===== config.mk =====
export PLATFORM = sky130hd
export DESIGN_NAME = uart_baud_divisor_calc
export DESIGN_NICKNAME = d
export VERILOG_FILES = /design/src/ubd_pkg.sv /design/src/ubd_prep.sv /design/src/ubd_div_stage.sv /design/src/ubd_out.sv /design/src/uart_baud_divisor_calc.sv
export SDC_FILE = /design/constraint.sdc
export NUM_CORES = 2
export LEC_CHECK = 0
export ABC_AREA = 1
export BUFFER_PORTS_ARGS = -buffer_cell sky130_fd_sc_hd__buf_2
export CORE_MARGIN = 5
export CORE_UTILIZATION = 30
export CTS_CLUSTER_DIAMETER = 100
export DETAILED_ROUTE_END_ITERATION = 16
export PLACE_DENSITY = 0.43
export SKIP_CTS_REPAIR_TIMING = 1
export SLEW_MARGIN = 0
export SYNTH_ARGS = -nofsm -noshare
export SYNTH_HDL_FRONTEND = slang
export SYNTH_SLANG_ARGS = --single-unit

===== constraint.sdc =====
create_clock -name aclk -period 4.4 [get_ports aclk]
set_clock_uncertainty 0.15 [all_clocks]
set_input_delay 0.66 -clock aclk [delete_from_list [all_inputs] [get_ports aclk]]
set_output_delay 0.66 -clock aclk [all_outputs]
set_load 0.01 [all_outputs]

===== src/ubd_pkg.sv =====
package ubd_pkg;

    localparam int CLOCK_BITS = 26;
    localparam int CFG_W      = 26;
    localparam int BAUD_W     = 24;
    localparam int CMP_W      = BAUD_W + 4;
    localparam int NUM_W      = CLOCK_BITS + 6;
    localparam int DEN_W      = BAUD_W + 2;
    localparam int DIV_STAGES = NUM_W;
    localparam int FRAC_W     = 6;
    localparam int INT_W      = 22;
    localparam int DIV_W      = INT_W + FRAC_W;
    localparam int OUT_TDATA_W = 32;
    localparam int OUT_TUSER_W = 3;

    localparam logic [CLOCK_BITS-1:0] CLOCK_RESET = CLOCK_BITS'(32000000);

    typedef enum logic [1:0] {
        MODE_16X = 2'd0,
        MODE_8X  = 2'd1,
        MODE_3X  = 2'd2
    } mode_t;

    typedef struct packed {
        mode_t             mode;
        logic              err;
        logic [DEN_W-1:0]  den;
        logic [DEN_W-1:0]  rem;
        logic [NUM_W-1:0]  nq;
    } div_stage_t;

    typedef struct packed {
        logic [OUT_TUSER_W-1:0] tuser;
        logic [OUT_TDATA_W-1:0] tdata;
    } out_beat_t;

endpackage


===== src/ubd_prep.sv =====
module ubd_prep (
    input  logic                              aclk,
    input  logic                              aresetn,
    input  logic                              en,
    input  logic                              in_valid,
    input  logic [ubd_pkg::BAUD_W-1:0]        baud,
    input  logic [ubd_pkg::CLOCK_BITS-1:0]    clock_hz,
    output logic                              out_valid,
    output ubd_pkg::div_stage_t               out_data
);

    logic                     valid_reg;
    ubd_pkg::div_stage_t      data_reg;
    ubd_pkg::div_stage_t      data_next;
    logic [ubd_pkg::CMP_W-1:0] clk_ext;
    logic [ubd_pkg::CMP_W-1:0] baud_x8;
    logic [ubd_pkg::CMP_W-1:0] baud_x16;
    logic [ubd_pkg::BAUD_W-1:0] baud_sel;

    always_comb begin
        clk_ext  = ubd_pkg::CMP_W'(clock_hz);
        baud_x8  = {1'b0, baud, 3'b000};
        baud_x16 = {baud, 4'b0000};
        baud_sel = baud;
        data_next.rem = '0;
        if (baud_x8 > clk_ext) begin
            data_next.mode = ubd_pkg::MODE_3X;
            data_next.err  = 1'b0;
            data_next.nq   = {clock_hz, 6'b000000};
            data_next.den  = {2'b00, baud} + {1'b0, baud, 1'b0};
        end else begin
            if (baud_x16 > clk_ext) begin
                data_next.mode = ubd_pkg::MODE_8X;
                baud_sel       = {1'b0, baud[ubd_pkg::BAUD_W-1:1]};
            end else begin
                data_next.mode = ubd_pkg::MODE_16X;
            end
            data_next.err = (baud_sel == '0);
            data_next.nq  = {3'b000, clock_hz, 3'b000};
            data_next.den = {2'b00, baud_sel};
        end
    end

    always_ff @(posedge aclk) begin
        if (!aresetn) begin
            valid_reg <= 1'b0;
        end else if (en) begin
            valid_reg <= in_valid;
        end
    end

    always_ff @(posedge aclk) begin
        if (en && in_valid) begin
            data_reg <= data_next;
        end
    end

    assign out_valid = valid_reg;
    assign out_data  = data_reg;

endmodule


===== src/ubd_div_stage.sv =====
module ubd_div_stage (
    input  logic                 aclk,
    input  logic                 aresetn,
    input  logic                 en,
    input  logic                 in_valid,
    input  ubd_pkg::div_stage_t  in_data,
    output logic                 out_valid,
    output ubd_pkg::div_stage_t  out_data
);

    logic                         valid_reg;
    ubd_pkg::div_stage_t          data_reg;
    ubd_pkg::div_stage_t          data_next;
    logic [ubd_pkg::DEN_W:0]      trial;
    logic [ubd_pkg::DEN_W:0]      diff;
    logic                         fits;

    // one restoring step: shift in the next numerator bit, subtract if it fits
    always_comb begin
        trial = {in_data.rem, in_data.nq[ubd_pkg::NUM_W-1]};
        fits  = (trial >= {1'b0, in_data.den});
        diff  = trial - {1'b0, in_data.den};
        data_next      = in_data;
        data_next.rem  = fits ? diff[ubd_pkg::DEN_W-1:0] : trial[ubd_pkg::DEN_W-1:0];
        data_next.nq   = {in_data.nq[ubd_pkg::NUM_W-2:0], fits};
    end

    always_ff @(posedge aclk) begin
        if (!aresetn) begin
            valid_reg <= 1'b0;
        end else if (en) begin
            valid_reg <= in_valid;
        end
    end

    always_ff @(posedge aclk) begin
        if (en && in_valid) begin
            data_reg <= data_next;
        end
    end

    assign out_valid = valid_reg;
    assign out_data  = data_reg;

endmodule


===== src/ubd_out.sv =====
module ubd_out (
    input  logic                                 aclk,
    input  logic                                 aresetn,
    input  logic                                 in_valid,
    input  ubd_pkg::div_stage_t                  in_data,
    output logic                                 en,
    output logic                                 m_axis_tvalid,
    input  logic                                 m_axis_tready,
    output logic [ubd_pkg::OUT_TDATA_W-1:0]      m_axis_tdata,
    output logic [ubd_pkg::OUT_TUSER_W-1:0]      m_axis_tuser
);

    logic                                        out_v_reg;
    logic                                        out_v_next;
    logic                                        sk_v_reg;
    logic                                        sk_v_next;
    ubd_pkg::out_beat_t                          out_d_reg;
    ubd_pkg::out_beat_t                          out_d_next;
    ubd_pkg::out_beat_t                          sk_d_reg;
    ubd_pkg::out_beat_t                          sk_d_next;
    ubd_pkg::out_beat_t                          res;
    logic [ubd_pkg::NUM_W:0]                     rounded;
    logic [ubd_pkg::NUM_W+ubd_pkg::DIV_W-1:0]    picked;
    logic [ubd_pkg::DIV_W-1:0]                   divisor;

    // round to nearest for 16x and 8x, plain quotient for 3x
    always_comb begin
        rounded = {1'b0, in_data.nq} + (ubd_pkg::NUM_W + 1)'(1);
        if (in_data.mode == ubd_pkg::MODE_3X) begin
            picked = {ubd_pkg::DIV_W'(0), in_data.nq};
        end else begin
            picked = {ubd_pkg::DIV_W'(0), rounded[ubd_pkg::NUM_W:1]};
        end
        divisor = in_data.err ? '0 : picked[ubd_pkg::DIV_W-1:0];
        res.tuser = {in_data.err, in_data.mode};
        res.tdata = {(ubd_pkg::OUT_TDATA_W - ubd_pkg::DIV_W)'(0),
                     divisor[ubd_pkg::FRAC_W-1:0],
                     divisor[ubd_pkg::DIV_W-1:ubd_pkg::FRAC_W]};
    end

    // output register plus skid slot
    always_comb begin
        out_v_next = out_v_reg;
        out_d_next = out_d_reg;
        sk_v_next  = sk_v_reg;
        sk_d_next  = sk_d_reg;
        if (!out_v_reg || m_axis_tready) begin
            if (sk_v_reg) begin
                out_v_next = 1'b1;
                out_d_next = sk_d_reg;
                sk_v_next  = 1'b0;
            end else begin
                out_v_next = in_valid;
                out_d_next = res;
            end
        end else if (!sk_v_reg && in_valid) begin
            sk_v_next = 1'b1;
            sk_d_next = res;
        end
    end

    always_ff @(posedge aclk) begin
        if (!aresetn) begin
            out_v_reg <= 1'b0;
            sk_v_reg  <= 1'b0;
        end else begin
            out_v_reg <= out_v_next;
            sk_v_reg  <= sk_v_next;
        end
    end

    always_ff @(posedge aclk) begin
        out_d_reg <= out_d_next;
        sk_d_reg  <= sk_d_next;
    end

    assign en            = !sk_v_reg;
    assign m_axis_tvalid = out_v_reg;
    assign m_axis_tdata  = out_d_reg.tdata;
    assign m_axis_tuser  = out_d_reg.tuser;

endmodule


===== src/uart_baud_divisor_calc.sv =====
// uart baud divisor calculator
// s_axis carries one requested baud rate per transfer; m_axis returns one
// result per transfer, in order: oversampling mode and error flag on tuser,
// integer and fractional divisor on tdata.
// cfg_we/cfg_wdata load the functional clock frequency; write it only while
// no request is in flight.
// pipeline: one setup stage, one restoring divider stage per numerator
// bit, one rounding/output register.
// throughput: one transfer per cycle while s_axis_tready is high; every
// divider stage is its own register stage, so a new request enters
// each cycle.
// reset clears all valid bits and loads the clock register with 32 MHz;
// s_axis_tready is high from the first cycle after reset.
// when m_axis_tready is low the finished result holds and one more result
// parks in a skid slot; only once that slot is full does s_axis_tready
// drop and the whole pipeline freeze without loss.
module uart_baud_divisor_calc (
    input  logic                               aclk,
    input  logic                               aresetn,
    input  logic                               cfg_we,
    input  logic [ubd_pkg::CFG_W-1:0]          cfg_wdata,
    input  logic                               s_axis_tvalid,
    output logic                               s_axis_tready,
    input  logic [ubd_pkg::BAUD_W-1:0]         s_axis_tdata,  // baud_rate
    output logic                               m_axis_tvalid,
    input  logic                               m_axis_tready,
    // divisor_integer, divisor_fraction, zero pad
    output logic [ubd_pkg::OUT_TDATA_W-1:0]    m_axis_tdata,
    // oversample_mode, divide_error
    output logic [ubd_pkg::OUT_TUSER_W-1:0]    m_axis_tuser
);

    logic [ubd_pkg::CLOCK_BITS-1:0] clock_hz_reg;
    logic                           pipe_en;
    logic [ubd_pkg::DIV_STAGES:0]   stage_valid;
    ubd_pkg::div_stage_t            stage_data [ubd_pkg::DIV_STAGES+1];

    always_ff @(posedge aclk) begin
        if (!aresetn) begin
            clock_hz_reg <= ubd_pkg::CLOCK_RESET;
        end else if (cfg_we) begin
            clock_hz_reg <= cfg_wdata[ubd_pkg::CLOCK_BITS-1:0];
        end
    end

    ubd_prep u_prep (
        .aclk      (aclk),
        .aresetn   (aresetn),
        .en        (pipe_en),
        .in_valid  (s_axis_tvalid),
        .baud      (s_axis_tdata),
        .clock_hz  (clock_hz_reg),
        .out_valid (stage_valid[0]),
        .out_data  (stage_data[0])
    );

    for (genvar k = 0; k < ubd_pkg::DIV_STAGES; k++) begin : g_div
        ubd_div_stage u_stage (
            .aclk      (aclk),
            .aresetn   (aresetn),
            .en        (pipe_en),
            .in_valid  (stage_valid[k]),
            .in_data   (stage_data[k]),
            .out_valid (stage_valid[k+1]),
            .out_data  (stage_data[k+1])
        );
    end

    ubd_out u_out (
        .aclk          (aclk),
        .aresetn       (aresetn),
        .in_valid      (stage_valid[ubd_pkg::DIV_STAGES]),
        .in_data       (stage_data[ubd_pkg::DIV_STAGES]),
        .en            (pipe_en),
        .m_axis_tvalid (m_axis_tvalid),
        .m_axis_tready (m_axis_tready),
        .m_axis_tdata  (m_axis_tdata),
        .m_axis_tuser  (m_axis_tuser)
    );

    assign s_axis_tready = pipe_en;

endmodule


Word level (Yosys, flattened, before mapping)
Index checks and enable logic that the tools add are counted.

Word-level logic and storage cells: 356. Flip-flop bits (word level): 2913. Input bits: 55. Output and inout bits: 37.

Reduce and logical (&&, ||, !) cells: 40. Add/sub/neg operators: 33. Equal/unequal tests: 1. Bitwise gates (word level): 2. Multiplexer cells: 40. $lt $le $gt $ge: 34.

Operators by type and width (number): greater-or-equal comparator 27 x 26 -> 1 bit (31); two-way mux 26 bit (30); subtractor 26 bit (30); two-way mux 24 bit (3); two-way mux 28 bit (2); two-way mux 35 bit (1); logical AND 1 bit (34); adder 29 x 1 -> 29 bit (second input constant) (1); two-way mux 29 bit (1); greater-than comparator 28 x 26 -> 1 bit (1); greater-than comparator 27 x 26 -> 1 bit (1); adder 24 x 25 -> 26 bit (1); greater-or-equal comparator 1 x 26 -> 1 bit (1); subtractor 1 x 26 -> 26 bit (1); zero test 24 bit (1); two-way mux 1 bit (3); equality test 2 bit (second input constant) (1); zero test 1 bit (2); inverter 1 bit (2); AND reduction 2 bit (1); OR reduction 2 bit (1); logical OR 1 bit (1).

Logic depth before layout (Yosys ltp)
Depth in word-level cells: 4. Depth in mapped cells: 19. Depth with buffers taken out: 18.

Hierarchy
Synthesis repeated with hierarchy kept, for this count alone.

Cell total of the unflattened synthesis: 20512. Area total of the unflattened synthesis: 173645.3 um^2.

Modules (own cells, without submodules): ubd_div_stage (g_div[13].u_stage ...) (instances 24, area an instance 5103.6 um^2, sequential area each 2632.5 um^2, cells each 600); ubd_div_stage (g_div[0].u_stage ...) (instances 8, area an instance 5116.2 um^2, sequential area each 2632.5 um^2, cells each 600); ubd_prep (instances 1, area an instance 5402.7 um^2, sequential area each 1761.7 um^2, cells each 694); ubd_out (instances 1, area an instance 3754.9 um^2, sequential area each 1901.8 um^2, cells each 467); uart_baud_divisor_calc (instances 1, area an instance 1071.0 um^2, sequential area each 520.5 um^2, cells each 151).

Worst setup path before layout
OpenSTA, ideal clock, no wires.

Kind: input -> register. Start: input port m_axis_tready. End: register u_out.sk_d_reg[0] (netlist bit) (enable). Buffers on the path: 0. Arrival: 3.638 ns. Data required time: 3.792 ns. Stages on the path: 3. Setup slack: 0.154 ns. Library setup time: 0.458 ns. Cells stage by stage: inv_1 nand2_1 nor3_1.

Cells in the longest elaborated chain, start to end: 3.

RTL lines: from (decl) (RTL line uart_baud_divisor_calc.sv:26) `input logic m_axis_tready,`; logical OR 1 bit (RTL line ubd_out.sv:47) `if (!out_v_reg || m_axis_tready) begin`; inverter 1 bit (no source line); AND reduction 2 bit (no source line); to (signal assigned) (RTL line ubd_out.sv:74) `sk_d_reg <= sk_d_next;`; to (decl) (RTL line ubd_out.sv:19) `ubd_pkg::out_beat_t sk_d_reg;`.

No other way between the ends. A chain may end at the register's enable or synchronous reset.

==> metrics.md <==
| Metric | Value |
|---|---|
| RSZ-0062 raised after global routing | `false` |
| CP Max Fanout | `44` |
| Critical Path Source | `g_div[6].u_stage.out_data[78]` |
| Max Cap Viol | `0` |
| Final HPWL DP | `315100 um` |
| Drt initial violations | `5785` |
| Hold Crit Class | `input port to flop` |
| Drt total wl | `399600 um` |
| Buf/Inv on CP | `2` |
| EDFF count, synth | `2669` |
| Final Max Tran Viols | `0` |
| Critical path's slowest cell | `inv_2` |
| Die height | `695.0 um` |
| Root Buffer | `clkbuf_16` |
| Vias post-DR | `95510` |
| Top_reg_cell synth | `edfxtp_1` |
| CP top delay family | `compound AO/OA/AOI/OAI gates` |
| Synth Area in Simple Gates | `0.1324` |
| Post-synth top area cell | `edfxtp_1` |
| Slew headroom | `0.2556` |
| Hold path cells | `3` |
| Synth unique cells | `61` |
| Worst EP required | `4.84 ns` |
| Worst Max-Slew Pin Slew | `1.115 ns` |
| Top area cells in the synthesized netlist | `edfxtp_1, ha_1, nand2_1` |
| Crit Reg-Reg Endpoint | `g_div[7].u_stage.out_data[33]` |
| Clock transition at path regs | `0.06 ns` |
| Routed length per instance | `19.58 um` |
| Largest family of logic cells by synthesized area | `simple AND/OR/NAND/NOR gates` |
| Clock buffer depth | `4` |
| P_leak | `61.80 nW` |
| CTS tree | `done` |
| Synth Area per Inst | `10.41 sq um` |
| Adder-Cell Fraction of Synth Area | `0.08263` |
| Worst reg2reg startpoint | `g_div[6].u_stage.out_data[78]` |
| WHS | `0.02220 ns` |
| Ys Warns | `0` |
| Share of the synthesized area in the top cell type | `0.5694` |
| Cell Area, Synth | `140800 sq um` |
| Top cells by count, synth | `nand2_1, edfxtp_1, inv_1` |
| Period utilization | `0.7968` |
| Worst path cell trace | `inv_1 > ha_1 > a21oi_1 > o21ai_0 > nand3_1 > o311ai_0 > a21oi_1 > nand3_2 > inv_2 > o21ai_0` |
| Max FFs per register | `2549` |
| Pre-Repair DR Iteration Count | `6` |
| Antenna violations before repair | `10` |
| Die width | `695.0 um` |
| Vias in the first global route | `96320` |
| Seq/Total Area, Yosys | `0.5781` |
| Final setup fails | `0` |
| Antenna-violating nets left | `0` |
| Via/cell ratio | `4.681` |
| Row count | `251` |
| Share of cells above drive strength 1 | `0.05988` |
| Clock sink count | `2730` |
| WP data arrival | `3.95 ns` |
| Pwr/cell area | `354.8 nW/um^2` |
| Synth Area in Compound Gates | `0.1101` |
| First-pass GRT wire length | `598200 um` |
| WHS Endpoint | `clock_hz_reg[0]` |
| Hold Startpoint | `aresetn` |
| Total CTS buffers | `326` |
| Clk_lat worst skew | `0.97 ns` |
| Status | `finished, final reports clean` |
| CP Capture Type | `flop` |
| Core area | `467300 sq um` |
| Htree depth | `5` |
| R2R setup slack | `0.89 ns` |
| Max VDD drop | `301.2 uV` |
| NumNets Final | `14880` |
| Async S/R FF share, synth | `0` |
| Seq cells post-synth | `2730` |
| Area added between synthesis and finish | `13.96%` |
| TNS Setup | `0 ns` |
| Period minus WS final | `3.506 ns` |
| Mux share of post-synthesis cell area | `0` |
| DRC viols | `0` |
| Die Area | `483000 sq um` |
| Largest net degree at the start of global routing | `84` |
| R2R depth | `10` |
| CP peak stage delay | `0.62 ns` |
| Synthesized instance count | `13530` |
| Top-count cell post-synth | `nand2_1` |
| Routability cong. | `0.8891` |
| Setup crit start kind | `flop` |
| Final Hold Fails | `0` |
| Type of the worst setup path | `flop to flop` |
| Total track usage | `0.1607` |
| XOR/XNOR share of the synthesized area | `0.04331` |
| Port-buffer cells | `87` |
| I/O pins | `92` |
| Layout fillers | `47420` |
| Initial core utilization | `0.3012` |
| Fmax | `0.2852 GHz` |
| Grt ovf | `0` |
[logic make-up (layout without fill, tap and decap cells)]
| group | Yosys count | after routing |
|---|---|---|
| AO/OA/AOI/OAI | 2771 | 2771 |
| flip-flops | 2730 | 2730 |
| adder cells (fa/ha/maj) | 911 | 911 |
| XOR/XNOR | 696 | 696 |
| other | 1 | 32 |
| buffers and inverters | 1892 | 2542 |
| AND/OR/NAND/NOR | 4525 | 4525 |
[worst min-delay path: cells and delay by family]
family / cells / cell delay [ns]
compound gates: 2 / 0.19
buf+inv: 1 / 0.19
[placed cells by master (no fill, tap or decap), drive strengths merged, types with 29 or more instances in the layout]
cell	synthesis	routed
nand2	2701	2701
edfxtp	2669	2669
inv	1703	1686
o21ai	1200	1200
a21oi	998	998
nor2	973	973
ha	880	880
nand3	455	455
clkbuf	62	412
xnor2	407	407
xor2	289	289
buf	126	202
nor3	161	161
clkinv	1	152
a21o	134	134
nand4	125	125
a31oi	119	119
o21a	99	99
nor4	71	71
o211ai	70	70
dfxtp	61	61
o21bai	49	49
dlygate4sd3	0	47
a21boi	32	32
fa	31	31
bufinv	0	31
o311ai	29	29
[final cells by class]
class	count	area [sq um]	area share
Clock inverter	177	1952	0.01217
Multi-Input combinational cell	8907	51870	0.3234
Timing Repair Buffer	249	2182	0.01360
Inverter	1704	6435	0.04012
Antenna cell	28	70.07	0.0004368
Clock buffer	412	8762	0.05463
Tap cell	6198	7755	0.04835
Sequential cell	2730	81370	0.5073
[worst max-delay path by stage]
stage | endpoint | cells after the start
after global placement | u_prep.out_data[25] | 11
after CTS | g_div[9].u_stage.out_data[54] | 10
after detailed placement | u_prep.out_data[25] | 11
after global routing | g_div[7].u_stage.out_data[33] | 10
final | g_div[7].u_stage.out_data[33] | 10
after floorplan | u_out.sk_d_reg[0] | 3
[power by group]
group	leakage [nW]	total (W)	switching (W)	internal [W]
registers	24.7	0.0285	0.000113	0.0284
logic	31.9	0.00130	0.000849	0.000452
clock network	5.19	0.0271	0.0111	0.0160
[routing by layer]
metal  vias to the layer above  wire length, um  share of wire  global-route usage
li1                      47910                -              -                   -
met1                     45510           176300           0.44              0.2039
met2                      1533           198900           0.50              0.2872
met3                       558            12530          0.031             0.01754
met4                         0            11830          0.030             0.04663
met5                         -                0              0                   0
[through the flow]
step | worst slack [ns] | util | std cells | area, sq um | total power, W
4_1_cts | 0.8589 | 0.3421 | 20330 | 159900 | 0.05788
5_1_grt | 0.6921 | 0.3432 | 20400 | 160400 | 0.05905
3_3_place_gp | 0.8478 | 0.3192 | 19740 | 149100 | 0.03034
6_report | 0.8940 | 0.3432 | 20410 | 160400 | 0.05690
2_1_floorplan | 0.1538 | - | 13530 | 140800 | 0.02987
3_5_place_dp | 0.8594 | 0.3192 | 19740 | 149100 | 0.03033
No activity file was read; power rests on OpenSTA's default activity.
